--- config.mk ---
export PLATFORM = sky130hd
export DESIGN_NAME = calendar_date_stepper_flat
export DESIGN_NICKNAME = d
export VERILOG_FILES = /design/src/sv/cds_pkg.sv /design/src/sv/cds_if.sv /design/src/sv/cds_in_stage.sv /design/src/sv/cds_date_core.sv /design/src/sv/cds_out_stage.sv /design/src/sv/calendar_date_stepper.sv /design/src/flat_wrapper.sv
export SDC_FILE = /design/constraint.sdc
export NUM_CORES = 1
export LEC_CHECK = 0
export BUFFER_PORTS_ARGS = -buffer_cell sky130_fd_sc_hd__buf_2
export CAP_MARGIN = 25
export CORE_ASPECT_RATIO = 0.9
export CORE_MARGIN = 5
export CORE_UTILIZATION = 56
export DETAILED_ROUTE_END_ITERATION = 16
export PLACE_DENSITY = 0.74
export REMOVE_ABC_BUFFERS = 1
export SLEW_MARGIN = 20
export SYNTH_ARGS = -nofsm -noshare
export SYNTH_HDL_FRONTEND = slang
export SYNTH_SLANG_ARGS = --single-unit
--- constraint.sdc ---
create_clock -name clk -period 13.7 [get_ports clk]
set_clock_uncertainty 0.05 [all_clocks]
set_input_delay 2.74 -clock clk [delete_from_list [all_inputs] [get_ports clk]]
set_output_delay 2.74 -clock clk [all_outputs]
set_load 0.05 [all_outputs]
--- src/sv/cds_pkg.sv ---
// Package for the calendar date stepper: field widths, command and status
// codes, reset date, and the small calendar helper functions.
// No dependencies; every other file of the block imports it.
package cds_pkg;

  // Width of the stored year. The input and output year fields stay 16 bits.
  localparam int YEAR_BITS = 16;

  localparam int CMD_W    = 2;
  localparam int MONTH_W  = 4;
  localparam int DAY_W    = 5;
  localparam int YIN_W    = 16;
  localparam int STATUS_W = 3;
  localparam int R25_W    = 5;
  // Width in which a loaded year is range checked.
  localparam int CMP_W    = (YEAR_BITS > YIN_W) ? YEAR_BITS : YIN_W;

  typedef logic [YEAR_BITS-1:0] year_t;
  typedef logic [MONTH_W-1:0]   month_t;
  typedef logic [DAY_W-1:0]     day_t;
  typedef logic [R25_W-1:0]     r25_t;
  typedef logic [STATUS_W-1:0]  status_t;
  typedef logic [CMD_W-1:0]     cmd_t;

  localparam year_t YEAR_MAX = {YEAR_BITS{1'b1}};
  localparam year_t YEAR_MIN = year_t'(1);

  // Command codes.
  localparam cmd_t CMD_LOAD = 2'd0;
  localparam cmd_t CMD_FWD  = 2'd1;
  localparam cmd_t CMD_BACK = 2'd2;

  // Status codes.
  localparam status_t ST_OK        = 3'd0;
  localparam status_t ST_BAD_MONTH = 3'd1;
  localparam status_t ST_BAD_YEAR  = 3'd2;
  localparam status_t ST_BAD_DAY   = 3'd3;
  localparam status_t ST_LIMIT     = 3'd4;

  localparam month_t MONTH_JAN = 4'd1;
  localparam month_t MONTH_FEB = 4'd2;
  localparam month_t MONTH_DEC = 4'd12;
  localparam day_t   DAY_FIRST = 5'd1;
  localparam day_t   DAY_DEC   = 5'd31;

  // Reset date and the year's remainder modulo 25 that goes with it.
  localparam month_t RST_MONTH = MONTH_JAN;
  localparam day_t   RST_DAY   = DAY_FIRST;
  localparam year_t  RST_YEAR  = year_t'(1930);
  localparam r25_t   RST_R25   = r25_t'(1930 % 25);
  localparam r25_t   R25_LAST  = r25_t'(24);

  // Reciprocal of 25 scaled by 2^24, rounded up; exact for 16-bit dividends.
  localparam int    RECIP_SH  = 24;
  localparam int    RECIP_W   = 20;
  localparam int    PROD_W    = YIN_W + RECIP_W;
  localparam int    QUO_W     = PROD_W - RECIP_SH;
  localparam logic [RECIP_W-1:0] RECIP25 = RECIP_W'(((1 << RECIP_SH) + 24) / 25);

  typedef struct packed {
    cmd_t                cmd;
    month_t              new_month;
    day_t                new_day;
    logic [YIN_W-1:0]    new_year;
  } req_t;

  typedef struct packed {
    month_t              month_out;
    day_t                day_out;
    logic [YIN_W-1:0]    year_out;
    status_t             status;
  } res_t;

  // Remainder of a 16-bit year modulo 25.
  function automatic r25_t mod25(input logic [YIN_W-1:0] y);
    logic [PROD_W-1:0] prod;
    logic [QUO_W-1:0]  quo;
    logic [YIN_W-1:0]  rem;
    prod = PROD_W'(y) * PROD_W'(RECIP25);
    quo  = prod[PROD_W-1:RECIP_SH];
    rem  = y - YIN_W'(YIN_W'(quo) * YIN_W'(25));
    return rem[R25_W-1:0];
  endfunction

  // Leap year from the low four bits of the year and its remainder mod 25:
  // a multiple of 100 is a multiple of 4 and 25, a multiple of 400 is a
  // multiple of 16 and 25.
  function automatic logic is_leap(input logic [3:0] ylo, input r25_t r25);
    logic div25;
    div25 = (r25 == '0);
    return (!div25 && (ylo[1:0] == 2'd0)) || (div25 && (ylo == 4'd0));
  endfunction

  // Days in a month; zero for a code that is not a month.
  function automatic day_t month_len(input month_t m, input logic leap);
    day_t len;
    case (m)
      4'd1, 4'd3, 4'd5, 4'd7, 4'd8, 4'd10, 4'd12: len = 5'd31;
      4'd4, 4'd6, 4'd9, 4'd11:                    len = 5'd30;
      MONTH_FEB:                                  len = leap ? 5'd29 : 5'd28;
      default:                                    len = 5'd0;
    endcase
    return len;
  endfunction

endpackage

--- src/sv/cds_if.sv ---
// Channel interfaces of the calendar date stepper: the command request
// channel and the result channel, each with valid/ready and payload.
// Depends on cds_pkg.
interface cds_req_if import cds_pkg::*; ();
  logic             valid;
  logic             ready;
  cmd_t             cmd;
  month_t           new_month;
  day_t             new_day;
  logic [YIN_W-1:0] new_year;

  modport source (output valid, cmd, new_month, new_day, new_year, input ready);
  modport sink   (input valid, cmd, new_month, new_day, new_year, output ready);
endinterface

interface cds_res_if import cds_pkg::*; ();
  logic             valid;
  logic             ready;
  month_t           month_out;
  day_t             day_out;
  logic [YIN_W-1:0] year_out;
  status_t          status;

  modport source (output valid, month_out, day_out, year_out, status, input ready);
  modport sink   (input valid, month_out, day_out, year_out, status, output ready);
endinterface

--- src/sv/cds_in_stage.sv ---
// Input register of the calendar date stepper: captures one command request
// and hands it to the date logic when the result register can take it.
// Depends on cds_pkg and cds_req_if.
module cds_in_stage import cds_pkg::*; (
  input  logic      clk,
  input  logic      rst_n,
  cds_req_if.sink   in_req,
  input  logic      adv,
  output logic      fire,
  output req_t      req
);

  logic valid_r;
  logic valid_nxt;
  req_t req_r;
  logic take;

  assign in_req.ready = !valid_r || adv;
  assign take         = in_req.valid && in_req.ready;
  assign fire         = valid_r && adv;
  assign req          = req_r;

  always_comb begin
    valid_nxt = valid_r;
    if (take) begin
      valid_nxt = 1'b1;
    end else if (fire) begin
      valid_nxt = 1'b0;
    end
  end

  always_ff @(posedge clk) begin
    if (!rst_n) begin
      valid_r <= 1'b0;
    end else begin
      valid_r <= valid_nxt;
    end
  end

  always_ff @(posedge clk) begin
    if (take) begin
      req_r <= '{cmd: in_req.cmd, new_month: in_req.new_month,
                 new_day: in_req.new_day, new_year: in_req.new_year};
    end
  end

endmodule

--- src/sv/cds_date_core.sv ---
// Date state of the calendar date stepper and the combinational logic that
// loads, advances or rewinds it for one command.
// Depends on cds_pkg.
module cds_date_core import cds_pkg::*; (
  input  logic clk,
  input  logic rst_n,
  input  logic fire,
  input  req_t req,
  output res_t res
);

  month_t  month_r, month_nxt;
  day_t    day_r, day_nxt;
  year_t   year_r, year_nxt;
  r25_t    r25_r, r25_nxt;
  status_t status;

  logic             cur_leap;
  day_t             cur_len;
  day_t             prev_len;
  month_t           prev_month;
  r25_t             ld_r25;
  logic             ld_leap;
  day_t             ld_len;
  logic [CMP_W-1:0] ld_year;
  logic [CMP_W-1:0] out_year;

  assign cur_leap   = is_leap(year_r[3:0], r25_r);
  assign cur_len    = month_len(month_r, cur_leap);
  assign prev_month = month_r - MONTH_JAN;
  assign prev_len   = month_len(prev_month, cur_leap);

  assign ld_year = CMP_W'(req.new_year);
  assign ld_r25  = mod25(req.new_year);
  assign ld_leap = is_leap(req.new_year[3:0], ld_r25);
  assign ld_len  = month_len(req.new_month, ld_leap);

  always_comb begin
    month_nxt = month_r;
    day_nxt   = day_r;
    year_nxt  = year_r;
    r25_nxt   = r25_r;
    status    = ST_OK;
    case (req.cmd)
      CMD_LOAD: begin
        if (req.new_month < MONTH_JAN || req.new_month > MONTH_DEC) begin
          status = ST_BAD_MONTH;
        end else if (ld_year == '0 || ld_year > CMP_W'(YEAR_MAX)) begin
          status = ST_BAD_YEAR;
        end else if (req.new_day < DAY_FIRST || req.new_day > ld_len) begin
          status = ST_BAD_DAY;
        end else begin
          month_nxt = req.new_month;
          day_nxt   = req.new_day;
          year_nxt  = year_t'(ld_year);
          r25_nxt   = ld_r25;
        end
      end
      CMD_FWD: begin
        if (day_r < cur_len) begin
          day_nxt = day_r + DAY_FIRST;
        end else if (month_r >= MONTH_DEC) begin
          if (year_r == YEAR_MAX) begin
            status = ST_LIMIT;
          end else begin
            day_nxt   = DAY_FIRST;
            month_nxt = MONTH_JAN;
            year_nxt  = year_r + YEAR_MIN;
            r25_nxt   = (r25_r == R25_LAST) ? '0 : r25_r + r25_t'(1);
          end
        end else begin
          day_nxt   = DAY_FIRST;
          month_nxt = month_r + MONTH_JAN;
        end
      end
      CMD_BACK: begin
        if (day_r > DAY_FIRST) begin
          day_nxt = day_r - DAY_FIRST;
        end else if (month_r <= MONTH_JAN) begin
          if (year_r <= YEAR_MIN) begin
            status = ST_LIMIT;
          end else begin
            // December 31 of the year before.
            month_nxt = MONTH_DEC;
            day_nxt   = DAY_DEC;
            year_nxt  = year_r - YEAR_MIN;
            r25_nxt   = (r25_r == '0) ? R25_LAST : r25_r - r25_t'(1);
          end
        end else begin
          month_nxt = prev_month;
          day_nxt   = prev_len;
        end
      end
      default: begin
        status = ST_OK;
      end
    endcase
  end

  assign out_year = CMP_W'(year_nxt);
  assign res = '{month_out: month_nxt, day_out: day_nxt,
                 year_out: out_year[YIN_W-1:0], status: status};

  always_ff @(posedge clk) begin
    if (!rst_n) begin
      month_r <= RST_MONTH;
      day_r   <= RST_DAY;
      year_r  <= RST_YEAR;
      r25_r   <= RST_R25;
    end else if (fire) begin
      month_r <= month_nxt;
      day_r   <= day_nxt;
      year_r  <= year_nxt;
      r25_r   <= r25_nxt;
    end
  end

  a_month_range: assert property (@(posedge clk) disable iff (!rst_n)
    month_r >= MONTH_JAN && month_r <= MONTH_DEC)
    else $error("stored month out of range");

  a_day_range: assert property (@(posedge clk) disable iff (!rst_n)
    day_r >= DAY_FIRST && day_r <= cur_len)
    else $error("stored day outside its month");

  a_year_nonzero: assert property (@(posedge clk) disable iff (!rst_n)
    year_r != '0)
    else $error("stored year is zero");

  a_r25_range: assert property (@(posedge clk) disable iff (!rst_n)
    r25_r <= R25_LAST)
    else $error("year remainder mod 25 out of range");

  a_reject_holds: assert property (@(posedge clk) disable iff (!rst_n)
    fire && status != ST_OK |=>
      $stable(month_r) && $stable(day_r) && $stable(year_r) && $stable(r25_r))
    else $error("date changed on a rejected or limited command");

endmodule

--- src/sv/cds_out_stage.sv ---
// Result register of the calendar date stepper: holds one result until the
// sink takes it and tells the input side when it may advance.
// Depends on cds_pkg and cds_res_if.
module cds_out_stage import cds_pkg::*; (
  input  logic      clk,
  input  logic      rst_n,
  input  logic      fire,
  input  res_t      res,
  output logic      adv,
  cds_res_if.source out_res
);

  logic valid_r;
  logic valid_nxt;
  res_t res_r;

  assign adv = !valid_r || out_res.ready;

  always_comb begin
    valid_nxt = valid_r;
    if (fire) begin
      valid_nxt = 1'b1;
    end else if (out_res.ready) begin
      valid_nxt = 1'b0;
    end
  end

  always_ff @(posedge clk) begin
    if (!rst_n) begin
      valid_r <= 1'b0;
    end else begin
      valid_r <= valid_nxt;
    end
  end

  always_ff @(posedge clk) begin
    if (fire) begin
      res_r <= res;
    end
  end

  assign out_res.valid     = valid_r;
  assign out_res.month_out = res_r.month_out;
  assign out_res.day_out   = res_r.day_out;
  assign out_res.year_out  = res_r.year_out;
  assign out_res.status    = res_r.status;

endmodule

--- src/sv/calendar_date_stepper.sv ---
// Gregorian date counter that takes one command request per clock cycle when
// the sink keeps up, and returns one result for each: the date after the
// command and a status code. A request either loads a date (checked for month,
// then year, then day against the month's length with leap-year February),
// steps one day forward or steps one day back. A rejected load or a step past
// the first or last representable day leaves the date unchanged and reports
// why. Every request passes through an input register and a result register;
// it leaves the input register when the result register is free or being
// emptied. A new request can be accepted every cycle while the sink keeps
// taking results. The rate is set by the loop through the date registers,
// which are read and rewritten in the same cycle by each request. While a
// finished result waits for the sink, the input register still takes one new
// request; the next one is held off until the sink takes the waiting result.
// After reset the date is January 1, 1930.
// Depends on cds_pkg, cds_if, cds_in_stage, cds_date_core and cds_out_stage.
module calendar_date_stepper import cds_pkg::*; (
  input  logic      clk,
  input  logic      rst_n,
  cds_req_if.sink   in_req,
  cds_res_if.source out_res
);

  logic fire;
  logic adv;
  req_t req;
  res_t res;

  // Input register; it releases its request when the result register is
  // free or being emptied this cycle.
  cds_in_stage u_in (
    .clk    (clk),
    .rst_n  (rst_n),
    .in_req (in_req),
    .adv    (adv),
    .fire   (fire),
    .req    (req)
  );

  // Date registers and the logic that applies one command per cycle while fire is high.
  cds_date_core u_core (
    .clk   (clk),
    .rst_n (rst_n),
    .fire  (fire),
    .req   (req),
    .res   (res)
  );

  // Result register toward the sink.
  cds_out_stage u_out (
    .clk     (clk),
    .rst_n   (rst_n),
    .fire    (fire),
    .res     (res),
    .adv     (adv),
    .out_res (out_res)
  );

endmodule

--- src/flat_wrapper.sv ---
// flat-port wrapper written by rule: the top's interface ports become plain ports
module calendar_date_stepper_flat import cds_pkg::*;
  (clk, rst_n, in_req_valid, in_req_cmd, in_req_new_month, in_req_new_day, in_req_new_year, in_req_ready, out_res_valid, out_res_month_out, out_res_day_out, out_res_year_out, out_res_status, out_res_ready);
  cds_req_if in_req_i ();
  cds_res_if out_res_i ();
  input  logic clk;
  input  logic rst_n;
  input wire logic [$bits(in_req_i.valid)-1:0] in_req_valid;
  input wire logic [$bits(in_req_i.cmd)-1:0] in_req_cmd;
  input wire logic [$bits(in_req_i.new_month)-1:0] in_req_new_month;
  input wire logic [$bits(in_req_i.new_day)-1:0] in_req_new_day;
  input wire logic [$bits(in_req_i.new_year)-1:0] in_req_new_year;
  output wire logic [$bits(in_req_i.ready)-1:0] in_req_ready;
  output wire logic [$bits(out_res_i.valid)-1:0] out_res_valid;
  output wire logic [$bits(out_res_i.month_out)-1:0] out_res_month_out;
  output wire logic [$bits(out_res_i.day_out)-1:0] out_res_day_out;
  output wire logic [$bits(out_res_i.year_out)-1:0] out_res_year_out;
  output wire logic [$bits(out_res_i.status)-1:0] out_res_status;
  input wire logic [$bits(out_res_i.ready)-1:0] out_res_ready;
  assign in_req_i.valid = in_req_valid;
  assign in_req_i.cmd = in_req_cmd;
  assign in_req_i.new_month = in_req_new_month;
  assign in_req_i.new_day = in_req_new_day;
  assign in_req_i.new_year = in_req_new_year;
  assign in_req_ready = in_req_i.ready;
  assign out_res_valid = out_res_i.valid;
  assign out_res_month_out = out_res_i.month_out;
  assign out_res_day_out = out_res_i.day_out;
  assign out_res_year_out = out_res_i.year_out;
  assign out_res_status = out_res_i.status;
  assign out_res_i.ready = out_res_ready;
  calendar_date_stepper u_core (.clk(clk), .rst_n(rst_n), .in_req(in_req_i), .out_res(out_res_i));
endmodule
# == After elaboration in Yosys (flattened, before gate mapping) ==
# Index checks and enable logic that the tools add are counted.
# Widths: inputs -> output; s select.
# totals
reg_bits,87
output_inout_bits,30
elab_cells,180
# op_classes
n_mul,2
addsub,9
n_eq_ne,49
mux,61
n_lt_le_gt_ge,10
reduce_logical,35
# ops
cell,n
$mux 16,9
$mux 5,20
$pmux 5 s3,5
$eq 4x4->1 const B,15
$eq 4x3->1 const B,12
$pmux 16 s3,1
$mul 16x20->36 const B,1
$mux 4,9
$eq 4x2->1 const B,6
$reduce_or 7->1,3
$mux 3,6
$ne 2x2->1 const B,9
$add 16x1->16 const B,1
$eq 16x16->1 const B,1
$gt 16x16->1 const B,1
$le 16x1->1 const B,1
$logic_not 16->1,1
$sub 16x1->16 const B,1
$eq 4x1->1 const B,3
$mul 12x5->5 const B,1
$pmux 4 s3,1
$reduce_or 4->1,3
$reduce_and 11->1,1
$add 5x1->5 const B,2
26 further kinds,53

# == Depth between registers and ports, before layout ==
# Gate-level depths: netlist of run 1.
# depth
ltp_word,15
mapped_depth,45
ltp_nobuf,43

# == By module ==
# From an unflattened synthesis of run 1, not the netlist that was laid out.
# hier_totals
cells_unflattened,1166
area_unflattened_um2,10603.9
# modules_own_cells
mod,n_inst,cells_per_inst,area_each_um2
cds_date_core,1,1101,8838.5
cds_out_stage,1,32,889.6
cds_in_stage,1,33,875.8

# == Worst setup path before layout of run 1 ==
# No wires, ideal clock.
# synth_timing
path_kind,reg2reg
from,reg u_core.u_in.req_r (netlist bit u_core.u_in.req[2])
to,reg u_core.u_out.res_r (netlist bit u_core.u_out.out_res.day_out[3]) (data pin)
arrival_time_ps,9567
required_ps,13383
period_less_slack_ps,9884
setup_time_ps,267
stages_incl_launch_ff,40
path_buffers,2
path_slack_ps,3816
cell_sequence,edfxtp_1 -> inv_1 -> ha_1 -> inv_1 -> fa_1 -> inv_1 -> fa_1 -> fa_1 -> fa_1 -> inv_1 -> fa_1 -> inv_1 -> ha_1 -> nand4_1 -> nor2_1 -> a21oi_1 -> a21o_1 -> a211oi_1 -> (+4 left out) -> o21ai_0 -> a21oi_1 -> xnor2_1 -> xnor2_1 -> xnor3_1 -> xor3_1 -> nor3_1 -> a21oi_1 -> ha_1 -> nand4_1 -> mux2i_1 -> a21oi_1 -> nor2_1 -> buf_2 -> buf_1 -> mux2_2 -> a221oi_1 -> o21ai_0
# synth_lines
element,line,source
"start, declared",cds_in_stage.sv:15,req_t req_r;
"start signal, assigned",cds_in_stage.sv:42,"req_r <= '{cmd: in_req.cmd, new_month: in_req.new_month,"
"end signal, assigned",cds_out_stage.sv:38,res_r <= res;
"end, declared",cds_out_stage.sv:15,res_t res_r;

==> metrics, run 1 <==
Worst-Skew Late Latency 350 ps; kind of critical path flip-flop to flip-flop; Post-Route WL 30.3 mm; mapped cell area 0.0106 mm2; complex-gate fraction of the synthesized area 16.4%; largest family of logic cells by synthesized area adder cells; largest net degree at the start of global routing 43; Setup TNS 0 ps; mux cell area share after synthesis 2.15%; syn avg cell area 9.18 um2; maximum buffer depth of the clock tree 2; Syn Inst Count 1159; DP HPWL 23.4 mm; WP data required 13720 ps; post-synthesis adder-cell area fraction 35.6%; Core ar. 0.0185 mm2; FF-to-FF Start u_core.u_in.req[5]$_DFFE_PP_; Final Critical Period 11360 ps; Simple-Gate Fraction of Synth Area 13.1%; FF-to-FF setup slack 2340 ps; Peak Freq 88.1 MHz; initial antenna violation count 0; CTS buffer count 9; outcome finished, final reports clean; post-route ant nets 0; TritonCTS clock tree built; vias per std cell 6.20; die area 0.0219 mm2; initial DRC count 969; Worst Setup Start Kind flip-flop; CP most frequent cell fa_1; Synth Area in XOR/XNOR 3.07%; hold buffers post-CTS 0; Synth area leaders fa_1 (18%), ha_1 (18%), edfxtp_1 (16%); Final period util 82.9%; Antenna diodes 0; CP peak stage delay 760 ps; worst setup margin 2340 ps; first-pass GRT wire length 48.3 mm; Synth top area share 18.1%; Critical R2R Capture u_core.u_out.out_res.year_out[8]$_DFFE_PP_; Hold/Removal Path Class flip-flop to flip-flop; Seq/Total Area, Yosys 21.5%; Critical Path Fanout Max 15; Initial Util 57.5%; Syn-to-layout area delta 7.59%; FP Rows 47; Max Transition Viols Final 0; R2R cell count 40; GR Util All Layers 27.9%; WP data arrival 11380 ps; Overflow after GRT 0; CP endpoint kind flip-flop; Synth area leader fa_1; RePlAce Congestion 1.01; async set-reset flop share out of synthesis 0%; EDFF count, synth 55; Ports 61; Final #Nets 1467; CTS sink cnt 87; Die Wd 155 um; count of final hold-check violations 0; share of cells above drive strength 1 8.95%; Most used DFF post-synth edfxtp_1; Unique masters post-synth 79; DRC errors left 0; DP Worst Slack 2570 ps; H-Tree Depth 3; WL per Instance 21.0 um; Seq cells post-synth 87; Max-cap violations 0; final core utilization 61.8%; RSZ-0062 raised after global routing no; CTS resizes 0; Setup crit end u_core.u_out.out_res.year_out[8]$_DFFE_PP_; vias in the first global route 8760; WHS 490 ps; endpoints failing setup 0; Yosys Warn Count 0; Via Count 8936; Die Ht 141 um; CTS root buf clkbuf_16; relative slew slack 25.9%; port bufs 60; Least-Margin Pin Slew 1110 ps; Worst-path clk slew 80 ps; setup bufs post-CTS 0; crit path max-delay cell type edfxtp_1; Filler Cell Count 1569; DR pass1 iterations 7; Critical path origin u_core.u_in.req[5]$_DFFE_PP_
[area by class of cell]
type | instances | area [um2] | share of cell area [%]
Clock buffer | 9 | 225 | 1.97
Clock inverter | 7 | 103 | 0.896
Inverter | 181 | 679 | 5.93
Multi-Input combinational cell | 843 | 7480 | 65.3
Sequential cell | 87 | 2290 | 20.0
Tap cell | 245 | 307 | 2.68
Timing Repair Buffer | 69 | 365 | 3.19
[metrics by stage]
stage / instances / cell area [um2]
6_report: 1441 / 11500
5_1_grt: 1441 / 11500
4_1_cts: 1441 / 11500
3_5_place_dp: 1425 / 11100
3_3_place_gp: 1424 / 11100
2_1_floorplan: 1111 / 10400
[layout by cell type (no fill, tap or decap), types with 12 or more instances in the layout]
| master | synthesis | final |
|---|---|---|
| a21oi_1 | 58 | 58 |
| a221oi_1 | 13 | 13 |
| a31oi_1 | 13 | 13 |
| buf_2 | 2 | 61 |
| dfxtp_1 | 32 | 32 |
| edfxtp_1 | 55 | 55 |
| fa_1 | 96 | 96 |
| ha_1 | 149 | 149 |
| inv_1 | 180 | 180 |
| mux2i_1 | 15 | 15 |
| nand2_1 | 82 | 82 |
| nand3_1 | 33 | 33 |
| nand4_1 | 12 | 12 |
| nor2_1 | 70 | 69 |
| nor3_1 | 27 | 27 |
| o21a_1 | 15 | 15 |
| o21ai_0 | 59 | 59 |
| xnor2_1 | 26 | 26 |
[cells in the mapped netlist, drive strengths merged (10+ instances only)]
cell type	count
a21oi	58
a221oi	13
a31oi	13
clkbuf	41
dfxtp	32
edfxtp	55
fa	96
ha	149
inv	180
mux2i	15
nand2	82
nand2b	10
nand3	33
nand4	13
nor2	70
nor3	28
o211ai	10
o21a	15
o21ai	61
xnor2	26
[registers in the layout, summed over array words and instances, names as in the netlist]
register,cells
u_core.u_in.req,27
u_core.u_core.day_r,5
u_core.u_out.out_res.status,3
u_core.u_out.out_res.valid,1
u_core.u_out.out_res.month_out,4
u_core.u_core.r25_r,5
u_core.u_in.valid_r,1
u_core.u_out.out_res.year_out,16
u_core.u_core.month_r,4
u_core.u_core.year_r,16
u_core.u_out.out_res.day_out,5
[logic make-up after synthesis]
family	count (synthesis)
adders and majority gates	245
buffers and inverters	229
xor gates and xnor gates	34
muxes	22
and+or+nand+nor	284
AOI/OAI and AO/OA	258
DFF	87
[worst max-delay path: cells and delay by family, from the launching register on]
kind,cells,cell delay [ps]
compound gates,11,2490
mux,1,290
xor+xnor,5,1230
buf+inv,6,700
simple gates,6,1070
flops,1,760
fa+ha+maj,11,4470
[metal layers]
metal / part of all wire [%] / wire, um / vias up / GRT usage, %
met1: 46 / 13800 / 4262 / 42.9
met2: 42 / 12600 / 480 / 40.4
li1: - / - / 4137 / -
met3: 11 / 3380 / 57 / 7.08
met4: 1.6 / 496 / 0 / 4.51
met5: 0 / 0 / - / 0
[worst min path at each step]
stage,depth (start not counted),slack [ps],end,from
after floorplan,2,440,u_core.u_out.out_res.valid$_SDFFE_PN0P_,u_core.u_in.valid_r$_SDFFE_PN0P_
after global placement,2,470,u_core.u_out.out_res.valid$_SDFFE_PN0P_,u_core.u_in.valid_r$_SDFFE_PN0P_
after detailed placement,2,470,u_core.u_out.out_res.valid$_SDFFE_PN0P_,u_core.u_in.valid_r$_SDFFE_PN0P_
after CTS,2,490,u_core.u_out.out_res.valid$_SDFFE_PN0P_,u_core.u_in.valid_r$_SDFFE_PN0P_
after global routing,2,520,u_core.u_out.out_res.valid$_SDFFE_PN0P_,u_core.u_in.valid_r$_SDFFE_PN0P_
final,2,490,u_core.u_out.out_res.valid$_SDFFE_PN0P_,u_core.u_in.valid_r$_SDFFE_PN0P_
Power of run 1 is left out: the tool's default activity adds up to more than one toggle a clock period on the data nets, which glitch-free logic cannot reach.
==> run 2: changes to the inputs <==
Settings changed: PLACE_DENSITY 0.74 to 0.77.
Clock period 13.7 ns to 10.1 ns, I/O delays scaled along.
==> run 2 against run 1 <==
Net effect: fmax grew 16%; hold slack worse by 19 ps; global-route usage up 0.66 points; worst setup slack lost 2100 ps; design area rose by 5.0%; highest routed layer unchanged; via count rose by 3.7%; register-to-register slack got worse by 2100 ps; die area did not move; utilization up 3.1 points.
==> metrics, run 2 (synthesis gave the netlist of run 1 again) <==
outcome finished, final reports clean; WL per Instance 20.9 um; Peak Freq 102 MHz; Post-Route WL 31.2 mm; DR pass1 iterations 8; die area 0.0219 mm2; Top delay family on crit path adder cells; GR Util All Layers 28.5%; Die Wd 155 um; WP data arrival 10010 ps; initial antenna violation count 0; CTS root buf clkbuf_16; area occupied by multi-input gates 0.00764 mm2; Final #Nets 1522; largest net degree at the start of global routing 43; Final period util 97.1%; Critical Path Fanout Max 8; Overflow after GRT 0; DRC errors left 0; Via Count 9268; FF/Latch Area 0.00229 mm2; kind of critical path flip-flop to flip-flop; TritonCTS clock tree built; RePlAce Congestion 0.988; Final Critical Period 9810 ps; Core ar. 0.0185 mm2; FP Rows 47; vias in the first global route 9033; Die Ht 141 um; Initial Util 57.5%; worst path bufs/invs 8; relative slew slack 27.9%; CTS sink cnt 87; Worst-path clk slew 70 ps; final core utilization 64.9%; Max-cap violations 0; port bufs 60; endpoints failing setup 0; Filler Cell Count 1480; count of final hold-check violations 0; vias per std cell 6.20; CP most frequent cell fa_1; Worst-Skew Late Latency 360 ps; most common cell after layout, fill and taps aside inv_1; CP endpoint kind flip-flop; DP HPWL 24.3 mm; share of cells above drive strength 1 15.3%; initial DRC count 968; Ports 61; maximum buffer depth of the clock tree 2; WP data required 10310 ps; Least-Margin Pin Slew 1080 ps; Antenna diodes 0; CTS buffer count 9; Syn-to-layout area delta 13.0%; CP peak stage delay 630 ps; Max Transition Viols Final 0; crit path max-delay cell type fa_1; most frequent cells in the layout inv_1 (177), ha_1 (147), fa_1 (95); Worst Setup Start Kind flip-flop; Hold/Removal Path Class flip-flop to flip-flop; max reg flops 27; post-route ant nets 0; first-pass GRT wire length 49.0 mm; H-Tree Depth 3; hold buffers post-CTS 0
[run 2: timing repair]
| item | CTS | global route |
|---|---|---|
| resized for setup | 4 | 34 |
| gates cloned | 0 | 0 |
| setup buffers | 0 | 7 |
| pin swaps | 1 | 12 |
| setup endpoints to repair | 14 | 55 |
[run 2: final timing paths]
kind | to | from | depth (start not counted) | slack, ps
worst min-delay path | u_core.u_core.r25_r[0]$_SDFFE_PN1P_ | u_core.u_core.r25_r[0]$_SDFFE_PN1P_ | 2 | 470
worst max register to register | u_core.u_core.r25_r[3]$_SDFFE_PN0P_ | u_core.u_in.req[4]$_DFFE_PP_ | 41 | 290
worst max-delay path | u_core.u_core.r25_r[3]$_SDFFE_PN0P_ | u_core.u_in.req[4]$_DFFE_PP_ | 41 | 290
worst min register to register | u_core.u_core.r25_r[0]$_SDFFE_PN1P_ | u_core.u_core.r25_r[0]$_SDFFE_PN1P_ | 2 | 470
[run 2: final cells by class]
cell class	instances	share of cell area (%)
Timing Repair Buffer	124	6.62
Tap cell	245	2.55
Sequential cell	87	19.1
Multi-Input combinational cell	843	63.6
Inverter	181	5.65
Clock buffer	10	1.99
Clock inverter	6	0.572
[run 2: worst min-delay path, delay by kind of cell, from the launching register on]
kind               cells  cell delay [ps]
and+or+nand+nor        1               60
AOI/OAI and AO/OA      1               70
DFF                    1              340
[run 2: metrics by stage]
stage               worst slack [ps]  hold slack, ps  cell area, um2  std cells  TNS, ps
floorplan                       -307             437           10400       1111    -2470
CTS                             16.8             476           11800       1489        0
global route                    -167             508           12000       1496    -2780
detailed placement             -67.4             465           11500       1473     -359
finish                           291             472           12000       1496        0
global placement                64.3             461           11500       1473        0
[run 2: per-layer routing]
layer	vias up	part of all wire, %	global-route usage (%)	wire, um
met5	-	0	0	0
met1	4437	43	41.8	13500
met3	65	13	8.24	3930
met2	532	42	42.0	13200
met4	0	1.9	6.77	608
li1	4234	-	-	-
Power of run 2 is left out for the same reason.
